## src/rtl/rgbc_div_pipe.sv

```systemverilog
`timescale 1ns / 1ps
// pipelined restoring divider, a few quotient bits per stage
// no package dependencies

module rgbc_div_pipe #(
  parameter int unsigned DW = 16,
  parameter int unsigned QW = 16,
  parameter int unsigned SPS = 2,
  localparam int unsigned NSTG = (QW + SPS - 1) / SPS
) (
  input  logic            clk,
  input  logic [NSTG-1:0] en,
  input  logic [DW-1:0]   rem_in,   // must be below div_in
  input  logic [QW-1:0]   bits_in,  // dividend bits shifted in msb first
  input  logic [DW-1:0]   div_in,
  output logic [QW-1:0]   quo_out
);

  logic [DW-1:0] rem_r [NSTG];
  logic [QW-1:0] sh_r  [NSTG];
  logic [DW-1:0] d_r   [NSTG];

  for (genvar g = 0; g < NSTG; g++) begin : g_stg
    localparam int unsigned NSTEP = ((QW - g * SPS) < SPS) ? (QW - g * SPS) : SPS;
    logic [DW-1:0] rem_src, d_src, rem_nxt;
    logic [QW-1:0] sh_src, sh_nxt;

    if (g == 0) begin : g_first
      assign rem_src = rem_in;
      assign sh_src  = bits_in;
      assign d_src   = div_in;
    end else begin : g_next
      assign rem_src = rem_r[g-1];
      assign sh_src  = sh_r[g-1];
      assign d_src   = d_r[g-1];
    end

    always_comb begin
      logic [DW:0]   t;
      logic [DW-1:0] r;
      logic [QW-1:0] s;
      r = rem_src;
      s = sh_src;
      for (int k = 0; k < NSTEP; k++) begin
        t = {r, s[QW-1]};
        s = {s[QW-2:0], 1'b0};
        if (t >= {1'b0, d_src}) begin
          t    = t - {1'b0, d_src};
          s[0] = 1'b1;
        end
        r = t[DW-1:0];
      end
      rem_nxt = r;
      sh_nxt  = s;
    end

    always_ff @(posedge clk) begin
      if (en[g]) begin
        rem_r[g] <= rem_nxt;
        sh_r[g]  <= sh_nxt;
        d_r[g]   <= d_src;
      end
    end
  end

  assign quo_out = sh_r[NSTG-1];

endmodule

```

## config.mk

```make
export PLATFORM = sky130hd
export DESIGN_NAME = rgbc_div_pipe
export DESIGN_NICKNAME = d
export VERILOG_FILES = /design/src/rtl/rgbc_div_pipe.sv
export SDC_FILE = /design/constraint.sdc
export NUM_CORES = 1
export LEC_CHECK = 0
export BUFFER_PORTS_ARGS = -buffer_cell sky130_fd_sc_hd__buf_4
export CORE_ASPECT_RATIO = 1.75
export CORE_MARGIN = 2
export CORE_UTILIZATION = 66
export CTS_BUF_LIST = sky130_fd_sc_hd__clkbuf_8
export DETAILED_ROUTE_END_ITERATION = 8
export PLACE_DENSITY = 0.84
export SLEW_MARGIN = 20
export SYNTH_ARGS = -nofsm -noshare
export SYNTH_HDL_FRONTEND = slang
export SYNTH_SLANG_ARGS = --single-unit
```

## constraint.sdc

```tcl
create_clock -name clk -period 7.2 [get_ports clk]
set_clock_uncertainty 0.2 [all_clocks]
set_input_delay 1.44 -clock clk [delete_from_list [all_inputs] [get_ports clk]]
set_output_delay 1.44 -clock clk [all_outputs]
set_load 0.01 [all_outputs]
```

-- After elaboration in Yosys (flattened, before gate mapping)
Memories as Yosys holds them, arrays and structs flattened.
Cells that the tools add are included.
- register bits: 0
- bits in latches: 0
- bits in writable memories: 384
- memory bits (read-only): 0
- input port bits: 57
- output and inout port bits: 16
- memories: 3
- add/sub/neg operators: 16
- multipliers: 0
- div/mod/pow operators: 0
- magnitude comparators: 16
- equal/unequal tests: 0
- shift operators: 0
- mux-type cells: 48
- bitwise logic cells: 0
- reduce and logical (&&, ||, !) cells: 0
- memory list (memory ; depth ; width ; rd ports ; clocked after Yosys merged registers in ; write ports ; line ; RTL):
    d_r ; 8 ; 16 ; 7 ; 0 ; 8 ; 21 ; logic [DW-1:0] d_r [NSTG];
    rem_r ; 8 ; 16 ; 7 ; 0 ; 8 ; 19 ; logic [DW-1:0] rem_r [NSTG];
    sh_r ; 8 ; 16 ; 8 ; 0 ; 8 ; 20 ; logic [QW-1:0] sh_r [NSTG];
- operator list (cell ; count):
    >= comparator 17 x 16 -> 1 bit ; 16
    2-to-1 mux 16 bit ; 16
    subtractor 16 bit ; 16
    2-to-1 mux 1 bit ; 32

-- Logic depth before layout (Yosys ltp)
An unclocked memory read counts as a cell.
- depth in word-level cells: 5
- depth in mapped cells: 24
- depth with buffers taken out: 22

-- Worst setup path after synthesis
Ideal clock, no wire load.
- path type: input port to flip-flop
- start point: in div_in[8]
- end point: mem rem_r[0][10], data pin
- library setup time: 260 ps
- data arrival time: 5759 ps
- path slack: 981 ps
- cell stages on the path: 22
- buffers on the path: 4
- cells stage by stage: inv_1 > ha_1 > clkbuf_1 > nand2_1 > nor3_1 > a21oi_1 > a211o_1 > nand2_1 > buf_1 > mux2_2 > ha_1 > o21ai_0 > nand2b_1 > a32o_1 > a31oi_1 > a211o_1 > o21ai_0 > nand2_1 > and2_1 > clkbuf_1 > buf_2 > mux2_2
- RTL lines (what ; line ; RTL):
    start, declared ; 15 ; input logic [DW-1:0] div_in,
    end, declared ; 19 ;

==> flow_summary.ini <==
[yosys]
synth_top_area_share_pct = 43.1
yosysSeqAreaShare_pct = 43.1
synth_commonest_cells = edfxtp_1 (352), ha_1 (256), inv_1 (212)
netlist_top_cells_area = edfxtp_1 (43%), ha_1 (13%), mux2_2 (6.0%)
synth-edff-count = 352
yosysTopAreaCell = edfxtp_1
avgSynthCellArea_um2 = 10.6
ys_ff_latch = 352
syn_area_mm2 = 0.0245
synth_cells = 2305
yosysWarnings = 0
synth_nets = 2633
ys_async_sr_fraction_pct = 0
synth_cell_types = 76
ys.flop_type = edfxtp_1
synth_most_common_cell = edfxtp_1

[grt]
grt_first_pass_wirelength_um = 103000
grt_max_degree = 49
grt_pass1_vias = 19400
grt-ovfl-total = 0
grt_usage_pct = 35.4
antenna_found_initial = 3

[sta]
rsz0062_at_grt = no
post-route-min-period_ns = 6.73
hold_viol_final = 0
slew_headroom_pct = 11.0
setup_viol = 0
finalSetupTns_ns = 0
post-route-period-util_pct = 93.5
slew_viol_final = 0
tightest_slew_ns = 1.32
fmax_mhz = 149

[clocking]
clkTransAtPathRegs_ns = 0.07
tritoncts = yes
cts_hold_buf = 0
clk_latency_ns = 0.63
post_cts_resized = 0
htreeDepth = 2
clock_sinks = 352
cts-root-buf = clkbuf_8
post_cts_buffers = 0
clock_path_buffers = 3
numCtsBuffers = 51

[floorplanning]
die_area_mm2 = 0.0388
die_w_um = 150
rows = 93
placeableCoreArea_mm2 = 0.0368
io_pins = 73
start_util_pct = 66.7
die_h_um = 259

[critical_path]
endpoint_kind = flip-flop
crit_type = reg2reg
startpoint = d_r[5][7]
cp_max_fo = 28
r2r_start = d_r[5][7]
path_buf_inv = 3
crit_chain = inv_1 > ha_1 > nand4_1 > nor4_1 > nor2_1 > a21oi_1 > a2111oi_4 > buf_12 > o21ai_0 > ha_1 > nor2b_1 > o31a_1 > o311ai_0 > a31oi_1 > nand3_1 > nand2_1 > a21oi_1 > o211a_1 > buf_4 > mux2_4
worstPathArrival_ns = 6.89
required_ns = 7.36
worst_r2r_endpoint = rem_r[6][11]
worstSetupStartpointType = flip-flop
max_stage_delay_ns = 1.12
crit_family = compound AO/OA/AOI/OAI gates
r2r_cells = 20
crit_slowest_cell = nor4_1
rrSetupSlack_ns = 0.47

[detailed_routing]
drt-total-wl_um = 68500
first_pass_iters = 5
drtAntennaViolNets = 0
wl_per_cell_um = 23.3
viasPerCell = 6.38
drt_first_iter_violations = 1123
num_vias = 18700
drc_errors = 0

[finish]
nets = 2745
syn2layout_area_growth_pct = 9.24
nFillCells = 2672
drive_above_1_share_pct = 13.6
register_area_mm2 = 0.0106
multi_input_area_mm2 = 0.0130

[placement]
dp_hpwl_um = 54600
globalplace.congestion = 0.990
port_buffers = 72

[job]
drv_cap = 0

[min_path]
hp-class = reg2reg
holdPathStages = 0
hold_end = sh_r[1][5]
min_from = sh_r[0][51]

[outcome]
outcome = complete, no violations
-- state kept, by name (all words and copies together) (netlist names) --
| register | cells |
|---|---|
| rem_r | 112 |
| d_r | 112 |
| sh_r | 128 |
-- how the worst max path moves through the flow --
stage	cells after the start	to
after floorplan	22	rem_r[0][10]
after global placement	22	rem_r[0][5]
after detailed placement	22	rem_r[0][10]
after CTS	18	rem_r[5][10]
after global routing	22	rem_r[6][11]
final	20	rem_r[6][11]
-- area by class of cell --
class / count / share of cell area, %
multi-input combinational: 1708 / 48.6
sequential: 352 / 39.4
inverter: 212 / 2.97
clock buffer: 53 / 2.72
timing repair buffer: 92 / 2.72
tap: 475 / 2.22
clock inverter: 40 / 1.30
antenna: 1 / 0.00933
-- layout by cell type (no fill, tap or decap), types with 32 or more instances in the layout --
cell / instances
nand2_1: 123
nor2_1: 155
o21ai_0: 125
a21o_1: 64
inv_1: 219
ha_1: 256
o21bai_1: 32
nor3_1: 36
xnor2_1: 130
nand4_1: 41
o21a_1: 41
clkbuf_8: 53
mux2_2: 131
xor2_1: 50
nand3_1: 35
a21oi_1: 205
buf_4: 89
edfxtp_1: 352
-- layer usage --
layer  track usage [%]  share of wire [%]  vias up
met3              5.85                4.5      375
met4              36.5                 13        2
met2              67.8                 54      702
met1              28.0                 29     8846
met5                 0              0.019        -
li1                  -                  -     8773
-- worst register-to-register path, cell delays in order, from the launching register on --
cell	delay [ns]
edfxtp_1	0.57
inv_1	0.16
ha_1	0.44
nand4_1	0.16
nor4_1	1.12
nor2_1	0.07
a21oi_1	0.30
a2111oi_4	0.10
buf_12	0.18
o21ai_0	0.40
ha_1	0.33
nor2b_1	0.15
o31a_1	0.30
o311ai_0	0.42
a31oi_1	0.20
nand3_1	0.13
nand2_1	0.06
a21oi_1	0.21
o211a_1	0.37
buf_4	0.26
mux2_4	0.32
-- per-stage QoR --
step / cell area [µm²] / setup WS (ns) / cells / utilization, % / hold slack (ns)
after detailed placement: 25700 / 0.394 / 2839 / 70.0 / 0.205
after floorplan: 24500 / 0.981 / 2305 / - / 0.200
after CTS: 26800 / 0.686 / 2932 / 72.9 / 0.204
after global routing: 26800 / 0.217 / 2933 / 72.9 / 0.217
final: 26800 / 0.468 / 2933 / 72.9 / 0.211
after global placement: 25700 / 0.417 / 2839 / 70.0 / 0.201
-- cell families after synthesis --
| kind of cell | share of synthesized area (%) |
|---|---|
| XOR/XNOR | 6.42 |
| AO/OA/AOI/OAI | 16.1 |
| adder cells (fa/ha/maj) | 14.3 |
| buffers and inverters | 3.85 |
| multiplexers | 6.87 |
| flip-flops | 43.1 |
| AND/OR/NAND/NOR | 9.44 |
Power is not shown: default switching activity piles up to over one toggle a cycle in this logic, so the estimate is an artifact.
