==> src/rtl/rgbc_pkg.sv <==
`timescale 1ns / 1ps
// shared types, codes and pipeline stage map of the rgbc color temperature classifier
// no dependencies

package rgbc_pkg;

  // default configuration
  localparam int unsigned SENSORS_DEF    = 8;
  localparam int unsigned GAMMA_BITS_DEF = 10;

  // threshold words per sensor
  localparam int unsigned SLOTS = 6;

  // request opcodes
  localparam logic OP_CLASSIFY = 1'b0;
  localparam logic OP_WRITE    = 1'b1;

  // threshold slots
  localparam logic [2:0] SLOT_MID_MAX    = 3'd0;
  localparam logic [2:0] SLOT_MID_MIN    = 3'd1;
  localparam logic [2:0] SLOT_WHITE_MAX  = 3'd2;
  localparam logic [2:0] SLOT_WHITE_MIN  = 3'd3;
  localparam logic [2:0] SLOT_YELLOW_MAX = 3'd4;
  localparam logic [2:0] SLOT_YELLOW_MIN = 3'd5;

  // result classes
  localparam logic [1:0] CLS_NONE   = 2'd0;
  localparam logic [1:0] CLS_MID    = 2'd1;
  localparam logic [1:0] CLS_WHITE  = 2'd2;
  localparam logic [1:0] CLS_YELLOW = 2'd3;

  // divider shape: quotient bits per pipeline stage
  localparam int unsigned DIV_SPS   = 2;
  localparam int unsigned RATIO_QW  = 16;
  localparam int unsigned XY_QW     = 16;
  localparam int unsigned MC_QW     = 21;
  localparam int unsigned RATIO_NS  = (RATIO_QW + DIV_SPS - 1) / DIV_SPS;
  localparam int unsigned XY_NS     = (XY_QW + DIV_SPS - 1) / DIV_SPS;
  localparam int unsigned MC_NS     = (MC_QW + DIV_SPS - 1) / DIV_SPS;

  // stage map
  localparam int unsigned XYZ_TOT = 2 + XY_NS;
  localparam int unsigned MC_TOT  = MC_NS + 6;
  localparam int unsigned ST_GAM  = RATIO_NS;
  localparam int unsigned ST_XYZ  = ST_GAM + 2;
  localparam int unsigned ST_MC   = ST_XYZ + XYZ_TOT;
  localparam int unsigned ST_OUT  = ST_MC + MC_TOT;
  localparam int unsigned NST     = ST_OUT + 1;

  localparam int unsigned ACC_W = 40;

  typedef struct packed {
    logic        opcode;
    logic [2:0]  sensor_index;
    logic [15:0] red_count;
    logic [15:0] green_count;
    logic [15:0] blue_count;
    logic [15:0] clear_count;
    logic [2:0]  threshold_slot;
    logic [15:0] threshold_value;
  } in_item_t;

  typedef struct packed {
    logic [15:0] cct_kelvin;
    logic [1:0]  color_class;
    logic        math_error;
  } out_item_t;

  // threshold table access from the pipeline
  typedef struct packed {
    logic        wr;
    logic [2:0]  sensor;
    logic [2:0]  slot;
    logic [15:0] value;
  } thr_req_t;

endpackage

==> src/rtl/rgbc_thresh.sv <==
`timescale 1ns / 1ps
// per-sensor threshold table with per-word valid bits cleared at reset
// depends on rgbc_pkg

module rgbc_thresh #(
  parameter int unsigned SENSORS = rgbc_pkg::SENSORS_DEF
) (
  input  logic                                clk,
  input  logic                                rst_n,
  input  logic                                en,
  input  rgbc_pkg::thr_req_t                  req,
  output logic [rgbc_pkg::SLOTS-1:0][15:0]    thr
);

  import rgbc_pkg::*;

  localparam int unsigned RW = (SENSORS > 1) ? $clog2(SENSORS) : 1;

  logic [15:0]      mem [SENSORS][SLOTS];
  logic [SLOTS-1:0] vld_r [SENSORS];
  logic [15:0]      rd_r [SLOTS];
  logic [SLOTS-1:0] rv_r;
  logic [RW-1:0]    row;
  logic             in_rng, wr_ok;

  assign row    = RW'(req.sensor);
  assign in_rng = 32'(req.sensor) < SENSORS;
  assign wr_ok  = req.wr && in_rng && (32'(req.slot) < SLOTS);

  always_ff @(posedge clk) begin
    if (!rst_n) begin
      for (int i = 0; i < SENSORS; i++) vld_r[i] <= '0;
    end else if (en && wr_ok) begin
      vld_r[row][req.slot] <= 1'b1;
    end
  end

  always_ff @(posedge clk) begin
    if (en && wr_ok) mem[row][req.slot] <= req.value;
  end

  always_ff @(posedge clk) begin
    if (en) begin
      rd_r <= mem[row];
      rv_r <= in_rng ? vld_r[row] : '0;
    end
  end

  always_comb begin
    for (int k = 0; k < SLOTS; k++) thr[k] = rv_r[k] ? rd_r[k] : 16'd0;
  end

endmodule

==> config.mk <==
export PLATFORM = sky130hd
export DESIGN_NAME = rgbc_thresh
export DESIGN_NICKNAME = d
export VERILOG_FILES = /design/src/rtl/rgbc_pkg.sv /design/src/rtl/rgbc_thresh.sv
export SDC_FILE = /design/constraint.sdc
export NUM_CORES = 1
export LEC_CHECK = 0
export ABC_AREA = 1
export ABC_CLOCK_PERIOD_IN_PS = 1870
export BUFFER_PORTS_ARGS = -buffer_cell sky130_fd_sc_hd__buf_2
export CAP_MARGIN = 20
export CORE_MARGIN = 4
export CORE_UTILIZATION = 30
export DETAILED_ROUTE_END_ITERATION = 12
export GPL_TIMING_DRIVEN = 0
export PLACE_DENSITY = 0.48
export REMOVE_ABC_BUFFERS = 1
export SLEW_MARGIN = 20
export SYNTH_ARGS = -nofsm -noshare
export SYNTH_HDL_FRONTEND = slang
export SYNTH_SLANG_ARGS = --single-unit
==> constraint.sdc <==
create_clock -name clk -period 1.87 [get_ports clk]
set_input_delay 0 -clock clk [delete_from_list [all_inputs] [get_ports clk]]
set_output_delay 0 -clock clk [all_outputs]
set_load 0.01 [all_outputs]
After elaboration in Yosys (flattened, before gate mapping)
Memory sizes are Yosys's and may differ from the RTL's. A register that Yosys moved wholly into a read port is not among the register bits. Cells that the tools add are included. Widths: inputs -> output; s select.

$lt $le $gt $ge: 5. Mux-type cells: 18. Bitwise logic cells: 1. Reductions and logical operators: 5.

Operators with widths (number): $mux 16 (7); $mux 96 (1); $demux 16 s3 (1); $mux 6 (3); $reduce_or 6->1 (1); $ge 4x4->1 const B (1); $logic_and 1x1->1 (4); $lt 3x4->1 const B (1); $lt 4x1->1 const B (1); $mux 1 (4); $not 3->4 (1); $demux 1 s3 (1); $ge 3x1->1 const B (1); $lt 3x3->1 const B (1); $mux 3 (1).

Bits in registers: 0. Bits in writable memories: 816. Output and inout bits: 96. Word-level logic and storage cells: 31. Memories: 2.

Memory list: mem (depth 8, bits a word 96, rd ports 1, clocked after Yosys merged registers in 1, wr ports 1, RTL line rgbc_thresh.sv:19) `logic [15:0] mem [SENSORS][SLOTS];`; vld_r (depth 8, bits a word 6, rd ports 1, clocked after Yosys merged registers in 1, wr ports 8, RTL line rgbc_thresh.sv:20) `logic [SLOTS-1:0] vld_r [SENSORS];`.

Logic depth before layout (Yosys ltp)
Depth after elaboration: 8. Mapped depth: 10. Depth with buffers taken out: 7.

Worst setup path after synthesis
OpenSTA, ideal clock, no wires.

Kind: input to register. Start: in req[19] (netlist name). End: mem mem[3][0] (netlist name) (enable). Arrival time: 1349 ps. Data required time: 1482 ps. Slack: 133 ps. Stages on the path: 6. Cells stage by stage: buf_6 inv_4 buf_4 nor3_4 inv_2 nor2_1.

RTL lines: from (decl) (RTL line rgbc_thresh.sv:11) `input rgbc_pkg::thr_req_t req,`; to (decl) (RTL line rgbc_thresh.sv:19).

Straight into the memory's write port.

Worst setup path in the final report
Start: in req[16] (netlist name). End: mem mem[4][71] (netlist name) (enable).

Cells in the longest elaborated chain, start to end: 6. Elaborated cells between the ends (all ways): 11.

Ends and longest elaborated chain: $not 3->4 (implied by the code) (RTL line rgbc_thresh.sv:39) `if (en && wr_ok) mem[row][req.slot] <= req.value;`; $ge 4x4->1 (implied by the code) / $lt 4x1->1 (equally long branches) (RTL line rgbc_thresh.sv:39); $logic_and 1x1->1 (implied by the code) (RTL line rgbc_thresh.sv:39); $mux 16 (implied by the code) (RTL line rgbc_thresh.sv:39); $demux 16 s3 (RTL line rgbc_thresh.sv:39); $mux 96 (implied by the code) (*) (RTL line rgbc_thresh.sv:39).

Every way passes the cells marked *; elsewhere a longest branch is shown, timed or not.

==> run metrics <==
sequential share of power=52.8%; post-route insts no fill=5566; CTS Buffer Depth=3; vias in the first global route=23100; Max Fclk=541 MHz; detailed placement HPWL=50900 µm; DRT Wirelength=104000 µm; worst vdd ir=0.743 mV; Psw=0.00970 W; Distinct cells, synth=18; Synth top area share=68.8%; PortBufs=121; RSZ-0062 raised after global routing=true; CP max FO=12; critical path class=primary input to flip-flop; synth warn=0; Synth Register Bits=918; internal power=0.0335 W; synthesized area=37900 µm²; worst-path cell chain=dlygate4sd3_1, buf_2, inv_1, nor2_1, nand2_2, nor2_4, buf_6; latest clock arrival within the worst-skew pair=0.65 ns; clk root buf=clkbuf_16; DP Area=40500 µm²; Ports=122; FF/Latch Area=27100 µm²; Die H=364 µm; ranking of synthesized cells by area=edfxtp_1 69%, nand2_1 24%, dfxtp_1 2.5%; Final Critical Period=1.85 ns; Combinational Power Share=6.1%; CP max-delay cell=dlygate4sd3_1; crit path DAT=2.18 ns; P_leak=19.1 nW; final instance area=45000 µm²; Post-route DRC=0; clk sinks=918; DR vias/cell=4.36; Die W=364 µm; Slew Viols, Final=0; gr usage total=15.4%; filler instances=12500; total number of vias=24300; Crit. End Element=flip-flop; NumNets Final=3863; Num CTS Buffers=93; DRT Pass-1 Iters=5; switching share of power=22.4%; Antenna Nets Post-Route=0; share of layout cells above drive strength 1=11.0%; CTS H-tree lvls=3; Initial Util=30.2%; CP peak stage delay=0.61 ns; Worst Clk Skew=0.0188 ns; cell taking the most area after synthesis=edfxtp_1; per-cell routed wire length=18.7 µm; sequential area share after synthesis=71.4%; final worst path period share=98.9%; Worst Max-Slew Pin Slew=1.10 ns; first-pass GRT wire length=152000 µm; Crit path required time=2.20 ns; placed insts=5299; Clk pwr share=41.1%; pwr/cell area=961 nW/µm²; 1st-iter DRT viols=1680; Congestion Overflow GR=0; area of the multi-input gates=9680 µm²; Min-Delay Path Class=primary input to flip-flop; Fin. Hold Viols=0; core area=126000 µm²; antenna violations before repair=6; CTS tree=yes; endpoints failing setup=0; outcome=finished, final reports clean; CP Launch Type=primary input; pin count of the biggest net entering global routing=158; worst slew margin relative to its limit=26.7%; post-synthesis instance total=3668; Max Cap Violations=0; Avg Inst Size Synth=10.3 µm²; synthesis-to-finish area growth=18.5%; gp weighted congestion=0.730; die area=132000 µm²; Worst-path clk slew=0.07 ns; row cnt=130
[cells by family after synthesis]
kind of cell / after synthesis / synth area share [%]
simple gates: 2461 / 24.5
flops: 918 / 71.4
buf+inv: 289 / 4.08
[power by group through the flow]
stage	sequential, W	combinational, W	clock [W]
global route	0.0228	0.00298	0.0191
detailed placement	0.0233	0.00243	0
global placement	0.0233	0.00257	0
finish	0.0228	0.00265	0.0178
CTS	0.0228	0.00267	0.0183
floorplan	0.0232	0.00106	0
[per-layer routing]
layer,track usage [%],vias to the layer above,share of wire [%]
met4,4.59,0,2.1
met2,27.2,418,50
met5,0,-,0
met3,1.96,118,4.1
li1,-,12100,-
met1,19.9,11700,44
[Yosys cell counts]
cell         n
dfxtp_1     48
inv_1      102
nor3_4       3
nor2_2       1
nand3_2      1
buf_2       72
nand2_1   2383
nand4_1      4
clkbuf_1    27
nor2_4       2
inv_4        2
buf_1       18
buf_6       39
buf_4       20
inv_2        9
edfxtp_1   870
nand3_1      3
nor2_1      64
[worst max-delay path, delay by kind of cell]
kind	cells	cell delay, ns
buf+inv	4	1.14
simple gates	3	1.01
[metrics by stage]
step / setup TNS [ns] / utilization (%) / power [W] / setup WS (ns) / hold WS (ns)
5_1_grt: -0.298 / 35.8 / 0.0449 / -0.0304 / 0.00717
2_1_floorplan: -513.93 / - / 0.0243 / -1.73 / 0.0989
3_3_place_gp: - / 31.5 / 0.0259 / -18.65 / 0.429
6_report: 0 / 35.8 / 0.0432 / 0.0204 / 0.00764
4_1_cts: 0 / 35.6 / 0.0437 / 0.119 / -0.118
3_5_place_dp: -942.47 / 32.2 / 0.0257 / -1.50 / 0.433
[flip-flops by register name (all words and copies together), names as in the netlist]
name and count:
rd_r 96, mem 768, rv_r 6, vld_r 48
[layout make-up]
cell class,instances,share of cell area [%]
repair buffers,250,6.30
inverters,113,1.02
clock inverters,48,0.698
well taps,1650,4.59
flip-flops and latches,918,60.2
clock buffers,121,5.64
diodes,5,0.0278
multi-input cells,2461,21.5
[placed cells by master (no fill, tap or decap), drive strengths merged]
| cell type | count |
|---|---|
| buf | 225 |
| bufbuf | 4 |
| bufinv | 4 |
| clkbuf | 122 |
| clkinv | 43 |
| clkinvlp | 1 |
| dfxtp | 48 |
| diode | 5 |
| dlygate4sd3 | 20 |
| edfxtp | 870 |
| inv | 113 |
| nand2 | 2383 |
| nand3 | 4 |
| nand4 | 4 |
| nor2 | 67 |
| nor3 | 3 |
[timing repair]
| item | in CTS | in global routing |
|---|---|---|
| gates cloned | 4 | 1 |
| endpoints found under the hold margin | 267 | 245 |
| endpoints found under the setup margin | 829 | 33 |
| buffers inserted | 57 | 1 |
| gates resized for setup | 30 | 1 |
| hold buffers | 19 | 8 |
| pin swaps | 38 | 1 |
[path summary, 6_finish.rpt]
path / endpoint / slack [ns] / depth (start not counted) / start
setup / recovery: mem[4][71] / 0.02 / 7 / req[16]
hold / removal: rv_r[4] / 0.008 / 3 / en
setup reg to reg: rd_r[89] / 0.74 / 6 / mem[4][89]
hold reg to reg: vld_r[0][0] / 0.44 / 2 / vld_r[0][0]
Power figures use the tool's default switching activity.
